--- config.mk ---
export PLATFORM = sky130hd
export DESIGN_NAME = line_course_lap_sequencer_top
export DESIGN_NICKNAME = d
export VERILOG_FILES = /design/src/hdl/lcls_pkg.sv /design/src/hdl/lcls_core.sv /design/src/hdl/line_course_lap_sequencer_top.sv
export SDC_FILE = /design/constraint.sdc
export NUM_CORES = 1
export LEC_CHECK = 0
export BUFFER_PORTS_ARGS = -buffer_cell sky130_fd_sc_hd__clkbuf_2
export CAP_MARGIN = 0
export CORE_ASPECT_RATIO = 1.75
export CORE_UTILIZATION = 62
export DETAILED_ROUTE_END_ITERATION = 16
export PLACE_DENSITY_LB_ADDON = 0.3
export SLEW_MARGIN = 20
export SYNTH_ARGS = -nofsm -noshare
export SYNTH_HDL_FRONTEND = slang
export SYNTH_HIERARCHICAL = 1
export SYNTH_SLANG_ARGS = --single-unit
--- constraint.sdc ---
create_clock -name clk_i -period 6.1 [get_ports clk_i]
set_clock_uncertainty 0.05 [all_clocks]
set_input_delay 0.61 -clock clk_i [delete_from_list [all_inputs] [get_ports clk_i]]
set_output_delay 0.61 -clock clk_i [all_outputs]
set_load 0.01 [all_outputs]
--- src/hdl/lcls_pkg.sv ---
// Shared types and constants for the line course lap sequencer.
package lcls_pkg;

  localparam int unsigned LAPS = 4;
  localparam int unsigned LapW = 5;

  localparam logic [8:0] DwellMax = 9'd511;

  localparam logic [2:0] RegBlackTicks     = 3'd0;
  localparam logic [2:0] RegWhiteTicks     = 3'd1;
  localparam logic [2:0] RegLevelTolerance = 3'd2;
  localparam logic [2:0] RegFirstSpeed     = 3'd3;
  localparam logic [2:0] RegSecondSpeed    = 3'd4;
  localparam logic [2:0] RegTurnDegrees    = 3'd5;

  typedef enum logic [2:0] {
    PH_DRIVE1 = 3'd0,
    PH_WAIT1  = 3'd1,
    PH_STOP1  = 3'd2,
    PH_DRIVE2 = 3'd3,
    PH_WAIT2  = 3'd4,
    PH_STOP2  = 3'd5
  } phase_e;

  typedef struct packed {
    logic [7:0]  black_ticks;
    logic [7:0]  white_ticks;
    logic [14:0] level_tolerance;
    logic [14:0] first_speed;
    logic [14:0] second_speed;
  } cfg_t;

  typedef struct packed {
    logic        left_outer;
    logic        left_inner;
    logic        right_inner;
    logic        right_outer;
    logic [15:0] heading;
  } tick_t;

  typedef struct packed {
    logic [14:0] target_speed;
    logic        turn_pulse;
    logic        clear_steer;
    logic        beep_pulse;
    logic [2:0]  phase;
    logic [1:0]  lap;
  } res_t;

endpackage

--- src/hdl/lcls_core.sv ---
// Phase sequencer state and per-tick next-state logic.
module lcls_core import lcls_pkg::*; (
  input  logic  clk_i,
  input  logic  rst_ni,
  input  logic  step_i,
  input  tick_t tick_i,
  input  cfg_t  cfg_i,
  output res_t  res_o
);

  phase_e      phase_q, phase_d;
  logic [8:0]  dwell_q, dwell_d;
  logic [1:0]  lap_q, lap_d;
  logic        pend_q, pend_d;
  logic [14:0] speed_q, speed_d;

  logic        dark, level, hit, fire, turn, beep, second, waiting;
  logic [7:0]  limit;
  logic [15:0] mag_lo;
  logic [16:0] mag;
  logic [8:0]  dwell_inc, dwell_new;
  logic [LapW-1:0] lap_inc;

  assign dark   = tick_i.left_outer | tick_i.left_inner | tick_i.right_inner
                | tick_i.right_outer;
  assign mag_lo = tick_i.heading[15] ? (~tick_i.heading + 16'd1) : tick_i.heading;
  assign mag    = {(tick_i.heading == 16'h8000), mag_lo};
  assign level  = mag < {2'b00, cfg_i.level_tolerance};
  assign second = (phase_q == PH_DRIVE2);

  assign waiting = (phase_q == PH_WAIT1) || (phase_q == PH_WAIT2);
  assign hit     = waiting ? !dark : dark;
  assign limit   = waiting ? cfg_i.white_ticks : cfg_i.black_ticks;

  assign dwell_inc = (dwell_q == DwellMax) ? DwellMax : dwell_q + 9'd1;
  assign fire      = hit && (dwell_inc > {1'b0, limit});
  assign dwell_new = (!hit || fire) ? 9'd0 : dwell_inc;
  assign lap_inc   = LapW'(lap_q) + LapW'(1);

  always_comb begin
    phase_d = phase_q;
    dwell_d = dwell_q;
    lap_d   = lap_q;
    pend_d  = pend_q;
    speed_d = speed_q;
    turn    = 1'b0;
    beep    = 1'b0;
    case (phase_q)
      PH_WAIT1, PH_WAIT2: begin
        dwell_d = dwell_new;
        if (fire) begin
          beep    = 1'b1;
          phase_d = (phase_q == PH_WAIT1) ? PH_STOP1 : PH_STOP2;
        end
      end
      PH_STOP1: begin
        speed_d = '0;
        if (level) begin
          phase_d = PH_DRIVE2;
          pend_d  = 1'b1;
        end
      end
      PH_STOP2: begin
        speed_d = '0;
        if (level) begin
          lap_d   = ((lap_inc >= LapW'(LAPS)) || (lap_inc > LapW'(3))) ? 2'd0
                                                                       : lap_inc[1:0];
          phase_d = PH_DRIVE1;
          pend_d  = 1'b1;
        end
      end
      default: begin
        phase_d = second ? PH_DRIVE2 : PH_DRIVE1;
        turn    = pend_q;
        pend_d  = 1'b0;
        speed_d = second ? cfg_i.second_speed : cfg_i.first_speed;
        dwell_d = dwell_new;
        if (fire) begin
          beep    = 1'b1;
          phase_d = second ? PH_WAIT2 : PH_WAIT1;
        end
      end
    endcase
  end

  assign res_o = '{target_speed: speed_d, turn_pulse: turn, clear_steer: turn,
                   beep_pulse: beep, phase: phase_d, lap: lap_d};

  always_ff @(posedge clk_i or negedge rst_ni) begin
    if (!rst_ni) begin
      phase_q <= PH_DRIVE1;
      dwell_q <= '0;
      lap_q   <= '0;
      pend_q  <= 1'b1;
      speed_q <= '0;
    end else if (step_i) begin
      phase_q <= phase_d;
      dwell_q <= dwell_d;
      lap_q   <= lap_d;
      pend_q  <= pend_d;
      speed_q <= speed_d;
    end
  end

  a_no_turn_when_stopped: assert property (@(posedge clk_i) disable iff (!rst_ni)
    step_i && (phase_q == PH_STOP1 || phase_q == PH_STOP2 || phase_q == PH_WAIT1
               || phase_q == PH_WAIT2) |-> !res_o.turn_pulse)
    else $error("turn pulse outside a drive phase");

  a_beep_advances: assert property (@(posedge clk_i) disable iff (!rst_ni)
    step_i && res_o.beep_pulse |=> (phase_q == PH_WAIT1 || phase_q == PH_STOP1
                                    || phase_q == PH_WAIT2 || phase_q == PH_STOP2))
    else $error("beep without a debounced phase advance");

  a_turn_clears_pending: assert property (@(posedge clk_i) disable iff (!rst_ni)
    step_i && res_o.turn_pulse |=> !pend_q)
    else $error("turn request left pending after pulse");

  a_dwell_bound: assert property (@(posedge clk_i) disable iff (!rst_ni)
    dwell_q <= 9'd255)
    else $error("dwell count beyond any threshold");

endmodule

--- src/hdl/line_course_lap_sequencer_top.sv ---
// Line course lap sequencer top level: stream ports, register file, pipeline.
//
// One input beat per sensor tick on the s_axis channel, one result beat per
// tick on the m_axis channel, in order. A tick is captured in an input
// register, evaluated combinationally against the phase state, and written to
// an output register together with the state update.
// A result beat passes through the input and output registers. Throughput:
// one beat per cycle while m_axis_tready is high. When the receiver stalls,
// the result holds in the output register, one more tick waits in the input
// register, and s_axis_tready then drops.
// Reset clears the valid flags of both pipeline registers, sets phase 0, lap 0,
// speed 0 with a turn request pending, and loads the register defaults.
// Registers (APB, byte address 4*i): 0 black_ticks, 1 white_ticks,
// 2 level_tolerance, 3 first_speed, 4 second_speed, 5 turn_degrees.
// Write registers only while no beat is in flight.
module line_course_lap_sequencer_top import lcls_pkg::*; (
  input  logic        clk_i,
  input  logic        rst_ni,
  input  logic        s_axis_tvalid,
  output logic        s_axis_tready,
  // left_outer, left_inner, right_inner, right_outer, heading[15:0], zero pad
  input  logic [23:0] s_axis_tdata,
  output logic        m_axis_tvalid,
  input  logic        m_axis_tready,
  // target_speed[14:0], turn_pulse, clear_steer, beep_pulse, phase[2:0],
  // lap[1:0], zero pad
  output logic [23:0] m_axis_tdata,
  input  logic        psel,
  input  logic        penable,
  input  logic        pwrite,
  input  logic [4:0]  paddr,
  input  logic [31:0] pwdata,
  output logic [31:0] prdata,
  output logic        pready
);

  cfg_t        cfg_q;
  logic [8:0]  turn_deg_q;
  logic        wr_en;
  logic [2:0]  reg_idx;

  logic        in_vld_q, out_vld_q;
  tick_t       in_q;
  logic [23:0] out_q;
  logic        adv;
  res_t        res;

  assign pready  = 1'b1;
  assign reg_idx = paddr[4:2];
  assign wr_en   = psel && penable && pwrite;

  always_ff @(posedge clk_i or negedge rst_ni) begin
    if (!rst_ni) begin
      cfg_q.black_ticks     <= 8'd3;
      cfg_q.white_ticks     <= 8'd50;
      cfg_q.level_tolerance <= 15'd50;
      cfg_q.first_speed     <= 15'd3000;
      cfg_q.second_speed    <= 15'd4000;
      turn_deg_q            <= 9'd90;
    end else if (wr_en) begin
      case (reg_idx)
        RegBlackTicks:     cfg_q.black_ticks     <= pwdata[7:0];
        RegWhiteTicks:     cfg_q.white_ticks     <= pwdata[7:0];
        RegLevelTolerance: cfg_q.level_tolerance <= pwdata[14:0];
        RegFirstSpeed:     cfg_q.first_speed     <= pwdata[14:0];
        RegSecondSpeed:    cfg_q.second_speed    <= pwdata[14:0];
        RegTurnDegrees:    turn_deg_q            <= pwdata[8:0];
        default: ;
      endcase
    end
  end

  always_comb begin
    case (reg_idx)
      RegBlackTicks:     prdata = {24'd0, cfg_q.black_ticks};
      RegWhiteTicks:     prdata = {24'd0, cfg_q.white_ticks};
      RegLevelTolerance: prdata = {17'd0, cfg_q.level_tolerance};
      RegFirstSpeed:     prdata = {17'd0, cfg_q.first_speed};
      RegSecondSpeed:    prdata = {17'd0, cfg_q.second_speed};
      RegTurnDegrees:    prdata = {23'd0, turn_deg_q};
      default:           prdata = '0;
    endcase
  end

  assign adv           = in_vld_q && (!out_vld_q || m_axis_tready);
  assign s_axis_tready = !in_vld_q || adv;
  assign m_axis_tvalid = out_vld_q;
  assign m_axis_tdata  = out_q;

  always_ff @(posedge clk_i or negedge rst_ni) begin
    if (!rst_ni) begin
      in_vld_q  <= 1'b0;
      out_vld_q <= 1'b0;
    end else begin
      if (s_axis_tready) begin
        in_vld_q <= s_axis_tvalid;
      end
      out_vld_q <= adv || (out_vld_q && !m_axis_tready);
    end
  end

  always_ff @(posedge clk_i) begin
    if (s_axis_tvalid && s_axis_tready) begin
      in_q <= '{left_outer: s_axis_tdata[0], left_inner: s_axis_tdata[1],
                right_inner: s_axis_tdata[2], right_outer: s_axis_tdata[3],
                heading: s_axis_tdata[19:4]};
    end
    if (adv) begin
      out_q <= {1'b0, res.lap, res.phase, res.beep_pulse, res.clear_steer,
                res.turn_pulse, res.target_speed};
    end
  end

  lcls_core u_core (
    .clk_i  (clk_i),
    .rst_ni (rst_ni),
    .step_i (adv),
    .tick_i (in_q),
    .cfg_i  (cfg_q),
    .res_o  (res)
  );

endmodule

# After elaboration in Yosys (flattened, before gate mapping)

Index checks and enable logic that the tools add are counted.

Bits in registers: 145
Bits of input ports: 68
Word-level logic and storage cells: 98

Add/sub/neg operators: 3
Magnitude comparators: 4
Equality and inequality tests: 13
Multiplexer cells: 23
Bitwise logic cells: 6
Reduce and logical (&&, ||, !) cells: 29

Operators by type and width:

| kind                                                                                | count |
|---|---|
| 15-bit case mux with 6 select lines                                                 | 1 |
| 15-bit case mux with 2 select lines                                                 | 1 |
| 3-bit 2-to-1 mux                                                                    | 6 |
| 9-bit 2-to-1 mux                                                                    | 2 |
| 17-bit by 15-bit less-than comparator with 1-bit output                             | 1 |
| 16-bit by 1-bit adder with 16-bit output, second input constant                     | 1 |
| 16-bit == test, second input constant                                               | 1 |
| 16-bit 2-to-1 mux                                                                   | 1 |
| 16-bit NOT                                                                          | 1 |
| 15-bit 2-to-1 mux                                                                   | 1 |
| 2-bit AND reduction                                                                 | 7 |
| 3-bit by 2-bit == test with 1-bit output, second input constant                     | 4 |
| 3-bit == test, second input constant                                                | 4 |
| 9-bit by 1-bit adder with 9-bit output, second input constant                       | 1 |
| 9-bit == test, second input constant                                                | 1 |
| 9-bit by 8-bit greater-than comparator with 1-bit output                            | 1 |
| 3-bit case mux with 3 select lines                                                  | 1 |
| 2-bit 2-to-1 mux                                                                    | 4 |
| 8-bit 2-to-1 mux                                                                    | 1 |
| 3-bit by 1-bit == test with 1-bit output, second input constant                     | 2 |
| 1-bit logical AND                                                                   | 6 |
| 1-bit logical OR                                                                    | 6 |
| 5-bit by 3-bit greater-or-equal comparator with 1-bit output, second input constant | 1 |
| 5-bit by 2-bit greater-than comparator with 1-bit output, second input constant     | 1 |
| 11 further kinds                                                                    | 22 |

# Longest topological paths before layout

Gate-level depths: netlist of the first run.

Word-level depth: 8
Mapped depth: 16

# By module

Netlist of the first run, hierarchy kept.

Modules (own cells, without submodules):

| module                        | times used | cells each | area an instance (µm²) | seq. area each (µm²) |
|---|---|---|---|---|
| line_course_lap_sequencer_top | 1          | 300        | 4830.9                 | 3124.2 |
| lcls_core                     | 1          | 361        | 3011.6                 | 752.0 |

# Worst setup path before layout of the first run

Ideal clock, no wire load.

Kind: register to register
Start: register u_core.phase_q[2]
End: register out_q[18], in the netlist m_axis_tdata[18] (data pin)
Arrival: 3.709 ns
Data required time: 5.794 ns
Path slack: 2.085 ns
Stages on the path, launching flop included: 16
Buffers on the path: 2
Cell sequence: dfrtp_1 clkbuf_1 xnor2_1 nor2_1 clkbuf_1 mux2i_1 ha_1 nand4_1 o221ai_1 o21ai_0 a21oi_1 ha_1 nor2b_1 a211o_1 a31o_2 and4b_1

RTL lines:

| item                     | RTL line                             | text |
|---|---|---|
| start: declaration       | lcls_core.sv:11                      | `phase_e phase_q, phase_d;` |
| start signal: assignment | lcls_core.sv:97                      | `phase_q <= phase_d;` |
| end signal: assignment   | line_course_lap_sequencer_top.sv:109 | `out_q <= {1'b0, res.lap, res.phase, res.beep_pulse, res.clear_steer,` |
| end: declaration         | line_course_lap_sequencer_top.sv:44  | `logic [23:0] out_q;` |

==> flow_summary.toml, run 1 <==
[outcome]
status = "completed"

[clock_tree]
cts_buffer_depth = 2
clockRootBuffer = "clkbuf_16"
clock_latency_ps = 430
numClockSinks = 145
clk_pin_slew_ps = 60
cts_setup_buffers = 0
cts_buffers = 17
cts_tree = "yes"
cts_hold_buf = 0
post_cts_resized = 0
cts.htree.levels = 4

[finish]
drive_gt1_frac = 0.327
fin_nets = 829
final_common_cell = "clkbuf_2"
final_cell_mix = "clkbuf_2 (83), dfrtp_1 (76), mux2_2 (67), nand2_1 (48), edfxtp_1 (43)"
fillCellCount = 897
area_growth_pct = 12.7
num_antenna_cells = 0
stdcell_count = 915

[detailed_routing]
routedWlPerCell_um = 19.6
vias_per_cell = 6.17
vias = 5646
detail-route-antenna-nets = 0
first_pass_iters = 5
initialDrtViolationCount = 397
drc = 0
drt_wl_total_um = 17900

[floorplanning]
die_area_mm2 = 0.0131
chipHeight_um = 151
core_mm2 = 0.0124
die_w_um = 87.0
ios = 127
initial_core_util = 0.631
fp-row-count = 54

[sta]
tns_ps = 0
timing.fmax_mhz = 219
tightest_slew_ps = 1140
rsz0062_at_grt = "false"
drv_slew = 0
hold_violations = 0
fin_hold_ws_ps = 49.7
fin_crit_sh = 0.748
finalCriticalPeriod_ps = 4560
setup_viol = 0
relSlewSlack = 0.235

[yosys]
yosysUniqueCellTypes = 65
synth-main-ff-cell = "dfrtp_1"
synth-edff-count = 43
synth_top_area_cell = "dfrtp_1"
synthCells = 661
yosysWarnings = 6
synth_top_area_frac = 0.243
async_flop_share = 0.703
ys_seq_elements = 145
syn-cell-area_mm2 = 0.00784
synth_area_per_cell_um2 = 11.9
ys_top_cells_by_area = "dfrtp_1 (24%), edfxtp_1 (16%), mux2_2 (9.6%), dfstp_2 (8.7%), mux2i_1 (4.6%)"
synth.yosys.seq_area_share = 0.494

[worst_hold_path]
hold_path.class = "in -> async"

[place]
dp_hpwl_um = 12600
io_buffers = 84
globalplace.congestion = 0.869
place_inst = 883

[setup_path]
worst-path-max-fanout = 33
endpoint_kind = "register"
critPathKind = "reg -> reg"
cp.required_ps = 6220
critPathArrivalTime_ps = 4680
cp-start-kind = "register"

[power]
ir_worst_vdd_v = 0.000279
power_density_mw_per_mm2 = 395
p_leak_nw = 3.96

[global_route]
antenna_found_initial = 0
grt_pass1_wl_um = 28000
grt_pass1_vias = 5604
track_usage = 0.288
grt-ovfl-total = 0
grt_max_degree = 75

[job]
max-cap-violations = 0
routing by layer:
layer  track usage  vias to the layer above  share of wire
li1              -                     2554              -
met1         0.316                     2807           0.37
met2         0.496                      225           0.53
met3        0.0659                       60          0.048
met4         0.183                        0          0.054
met5             0                        -              0
kinds of logic (layout without fill, tap and decap cells):
logic type,Yosys count,in the layout,synth area share
simple gates,134,134,0.0925
other cells,2,19,0.000958
fa+ha+maj,28,28,0.0444
xor+xnor,21,21,0.0235
mux,111,111,0.157
flops,145,145,0.494
buf+inv,75,144,0.0499
compound gates,145,145,0.137
state kept, by name, summed over array words and instances (netlist names):
register	cells
cfg_q	61
u_core/phase_q	3
m_axis_tvalid	1
turn_deg_q	9
u_core/speed_q	15
u_core/lap_q	2
in_vld_q	1
u_core/dwell_q	9
in_q	20
m_axis_tdata	23
u_core/pend_q	1
layout make-up:
type | count | area (µm²) | share of cell area
sequential | 145 | 3880 | 0.439
multi-input combinational | 458 | 3640 | 0.412
timing repair buffer | 92 | 483 | 0.0547
clock buffer | 17 | 425 | 0.0481
tap | 168 | 210 | 0.0238
clock inverter | 15 | 124 | 0.0140
inverter | 20 | 75.1 | 0.00850
worst paths after layout:
| check | start | endpoint | slack, ps | cells past startpoint |
|---|---|---|---|---|
| worst max-delay path | u_core/phase_q[2] | m_axis_tdata[18] | 1540 | 14 |
| min in group clk_i | s_axis_tdata[15] | in_q[11] | 310 | 1 |
| max in group asynchronous | rst_ni | cfg_q[27] | 4690 | 2 |
| worst min register to register | u_core/speed_q[12] | u_core/speed_q[12] | 460 | 1 |
| worst min-delay path | rst_ni | u_core/dwell_q[4] | 50 | 1 |
| worst max register to register | u_core/phase_q[2] | m_axis_tdata[18] | 1540 | 14 |
synthesized netlist by cell type, drive strengths merged (17+ instances only):
cell    instances
dfstp          26
edfxtp         43
xnor2          18
mux2           75
nand2          48
o21ai          32
a22o           22
ha             27
dfrtp          76
mux2i          36
nor2           17
clkbuf         21
buf            34
inv            20
metrics by stage:
| stage | power, mW | setup WS (ps) | util | area [µm²] |
|---|---|---|---|---|
| floorplan | 2.20 | 2090 | - | 7910 |
| global placement | 2.45 | 1720 | 0.667 | 8290 |
| finish | 3.49 | 1540 | 0.711 | 8840 |
| global route | 3.67 | 1320 | 0.711 | 8840 |
| detailed placement | 2.52 | 1650 | 0.667 | 8290 |
| CTS | 3.49 | 1630 | 0.711 | 8840 |
critical path, cell delays in order, from the launching register on:
cell and delay [ps]:
dfrtp_1 330, buf_4 350, xnor2_1 170, nor2_2 540
mux2i_1 210, ha_1 360, nand4_1 180, o221ai_1 220
o21ai_0 140, a21oi_1 470, ha_1 380, nor2b_1 170
a211o_1 300, a31o_2 250, and4b_1 190
report_power, final:
group	total [mW]	switching [mW]	internal [mW]	leakage [nW]
combinational	1.09	0.621	0.468	2.02
sequential	1.44	0.171	1.27	1.68
clock	0.963	0.433	0.531	0.261
total	3.49	1.22	2.27	3.96
Note: power is estimated with default switching activity, not from simulation.
==> run 2, diff against run 1 <==
ABC_AREA = 1   (was unset)
CORE_UTILIZATION = 52   (was 62)
clock period = 3.7 ns   (was 6.1 ns; I/O delays follow)
==> run 2 against run 1 <==
Core utilization down 11 points. Die area increased by 20%. Routed wire length increased by 3.7%.
==> flow_summary.toml, run 2 <==
[outcome]
status = "completed"

[place]
dp_hpwl_um = 13500
io_buffers = 84
place_inst = 1196
dpl_cell_area_mm2 = 0.00841
globalplace.congestion = 0.944

[yosys]
synth_top_area_frac = 0.239
ys_seq_elements = 145
synth_most_common_cell = "nand2_1"
async_flop_share = 0.703
ys_top_cells_by_count = "nand2_1 (300), inv_1 (103), o21ai_0 (96), dfrtp_1 (76), nand3_1 (50)"
synth_top_area_cell = "dfrtp_1"
synth_area_per_cell_um2 = 8.31
synth-edff-count = 43
ys_top_cells_by_area = "dfrtp_1 (24%), edfxtp_1 (16%), nand2_1 (14%), dfstp_2 (8.6%), o21ai_0 (6.0%)"
synthCells = 957
yosysWarnings = 6
synth.yosys.seq_area_share = 0.487
yosysUniqueCellTypes = 41
synth-main-ff-cell = "dfrtp_1"
syn-cell-area_mm2 = 0.00795

[sta]
rsz0062_at_grt = "false"
fin_crit_sh = 0.888
tightest_slew_ps = 874
tns_ps = 0
drv_slew = 0
relSlewSlack = 0.415
timing.fmax_mhz = 304
hold_violations = 0
setup_viol = 0
finalCriticalPeriod_ps = 3280
fin_hold_ws_ps = 66.0

[finish]
top_register = "cfg_q"
stdcell_count = 1229
final_cell_mix = "nand2_1 (299), inv_1 (103), o21ai_0 (96), clkbuf_2 (83), dfrtp_1 (76)"
final_cell_area_mm2 = 0.00901
drive_gt1_frac = 0.181
largest_register_ffs = 61
area_growth_pct = 13.4
final_common_cell = "nand2_1"
fin_nets = 1128
num_antenna_cells = 0

[clock_tree]
clk_pin_slew_ps = 70
cts_buffers = 17
cts_buffer_depth = 2
clockRootBuffer = "clkbuf_16"
cts.htree.levels = 4
cts_setup_buffers = 0
numClockSinks = 145
cts_tree = "yes"
clock_latency_ps = 420

[detailed_routing]
vias_per_cell = 5.32
detail-route-antenna-nets = 0
initialDrtViolationCount = 346
drt_wl_total_um = 18600
first_pass_iters = 5
routedWlPerCell_um = 15.1
vias = 6541
drc = 0

[power]
power.total_mw = 5.60
p_leak_nw = 4.48
power_density_mw_per_mm2 = 622
ir_worst_vdd_v = 0.000371

[global_route]
grt_pass1_vias = 6276
antenna_found_initial = 0
track_usage = 0.249
grt_max_degree = 42
grt-ovfl-total = 0
grt_pass1_wl_um = 29800

[floorplanning]
chipHeight_um = 166
fp-row-count = 59
die_area_mm2 = 0.0158
initial_core_util = 0.533
die_w_um = 95.5
core_mm2 = 0.0149
ios = 127

[setup_path]
slowest_delay_ps = 400
slowest_stage = "dfrtp_1"
crit_chain = "ha_1 -> nand3_1 -> nor2_1 -> nand3_1 -> inv_1 -> nand2_2 -> nand3_1 -> ha_1 -> nand2_1 -> nor2_1 -> nand2_1 -> nand3_1 -> nand2_1 -> nand2_1 -> nand2_1 -> nand2_1 -> nand3_2 -> inv_1 -> ha_1 -> inv_1 -> nor2_1 -> a21oi_1 -> nand3_2"
cp.required_ps = 3810
endpoint_kind = "register"
cp-start-kind = "register"
crit_family = "simple AND/OR/NAND/NOR gates"
crit_buf_inv = 3
crit_top_cell = "nand2_1"
critPathArrivalTime_ps = 3400
critPathKind = "reg -> reg"
worst-path-max-fanout = 8

[job]
max-cap-violations = 0

[worst_hold_path]
hold_path.class = "in -> reg"
run 2: cell count changes after synthesis, sizes merged, moves of 16 or more:
| cell | before | now |
|---|---|---|
| xnor2 | 18 | 2 |
| mux2 | 75 | 0 |
| o21ai | 32 | 110 |
| nor2 | 17 | 47 |
| mux2i | 36 | 7 |
| nand4 | 5 | 25 |
| nand3 | 10 | 58 |
| nand2 | 48 | 303 |
| inv | 20 | 111 |
| a22o | 22 | 0 |
run 2: report_power, final:
| part | switching, mW | leakage, nW | total (mW) | internal [mW] |
|---|---|---|---|---|
| sequential | 0.193 | 1.67 | 2.28 | 2.09 |
| clock | 0.756 | 0.288 | 1.72 | 0.960 |
| combinational | 1.05 | 2.52 | 1.61 | 0.553 |
| total | 2.00 | 4.48 | 5.60 | 3.60 |
run 2: logic make-up after synthesis:
group,after synthesis,synth area share
other cells,2,0.000944
buf+inv,167,0.0960
flops,145,0.487
fa+ha+maj,27,0.0425
xor+xnor,15,0.0175
simple gates,445,0.247
compound gates,149,0.100
mux,7,0.00881
run 2: repair_timing:
item                                   CTS  global route
hold buffers                             1             0
resized for setup                        0             1
endpoints found under the hold margin   29             0
setup endpoints to repair                0             2
run 2: final timing paths:
check,start,to,slack [ps],depth (start not counted)
max,u_core/dwell_q[0],m_axis_tdata[18],420,23
min,s_axis_tdata[15],in_q[11],70,1
max reg2reg,u_core/dwell_q[0],m_axis_tdata[18],420,23
min reg2reg,turn_deg_q[1],turn_deg_q[1],430,2
max in group asynchronous,rst_ni,cfg_q[23],2300,3
min in group asynchronous,rst_ni,m_axis_tvalid,430,2
run 2: metal layers:
metal / track usage / part of all wire
met1: 0.264 / 0.37
met2: 0.440 / 0.53
met3: 0.0467 / 0.042
met4: 0.160 / 0.052
met5: 0 / 0
run 2: per-stage QoR:
step | utilization | setup WS [ps]
after global routing | 0.604 | 32.0
final | 0.604 | 415
after CTS | 0.604 | 336
after detailed placement | 0.564 | 401
after global placement | 0.564 | 438
after floorplan | - | 716
run 2: layout make-up:
type	count	area (µm²)
clock buffers	17	425
repair buffers	96	515
inverters	111	417
well taps	183	229
clock inverters	15	161
multi-input cells	662	3390
flip-flops and latches	145	3880
fillers	1354	5900
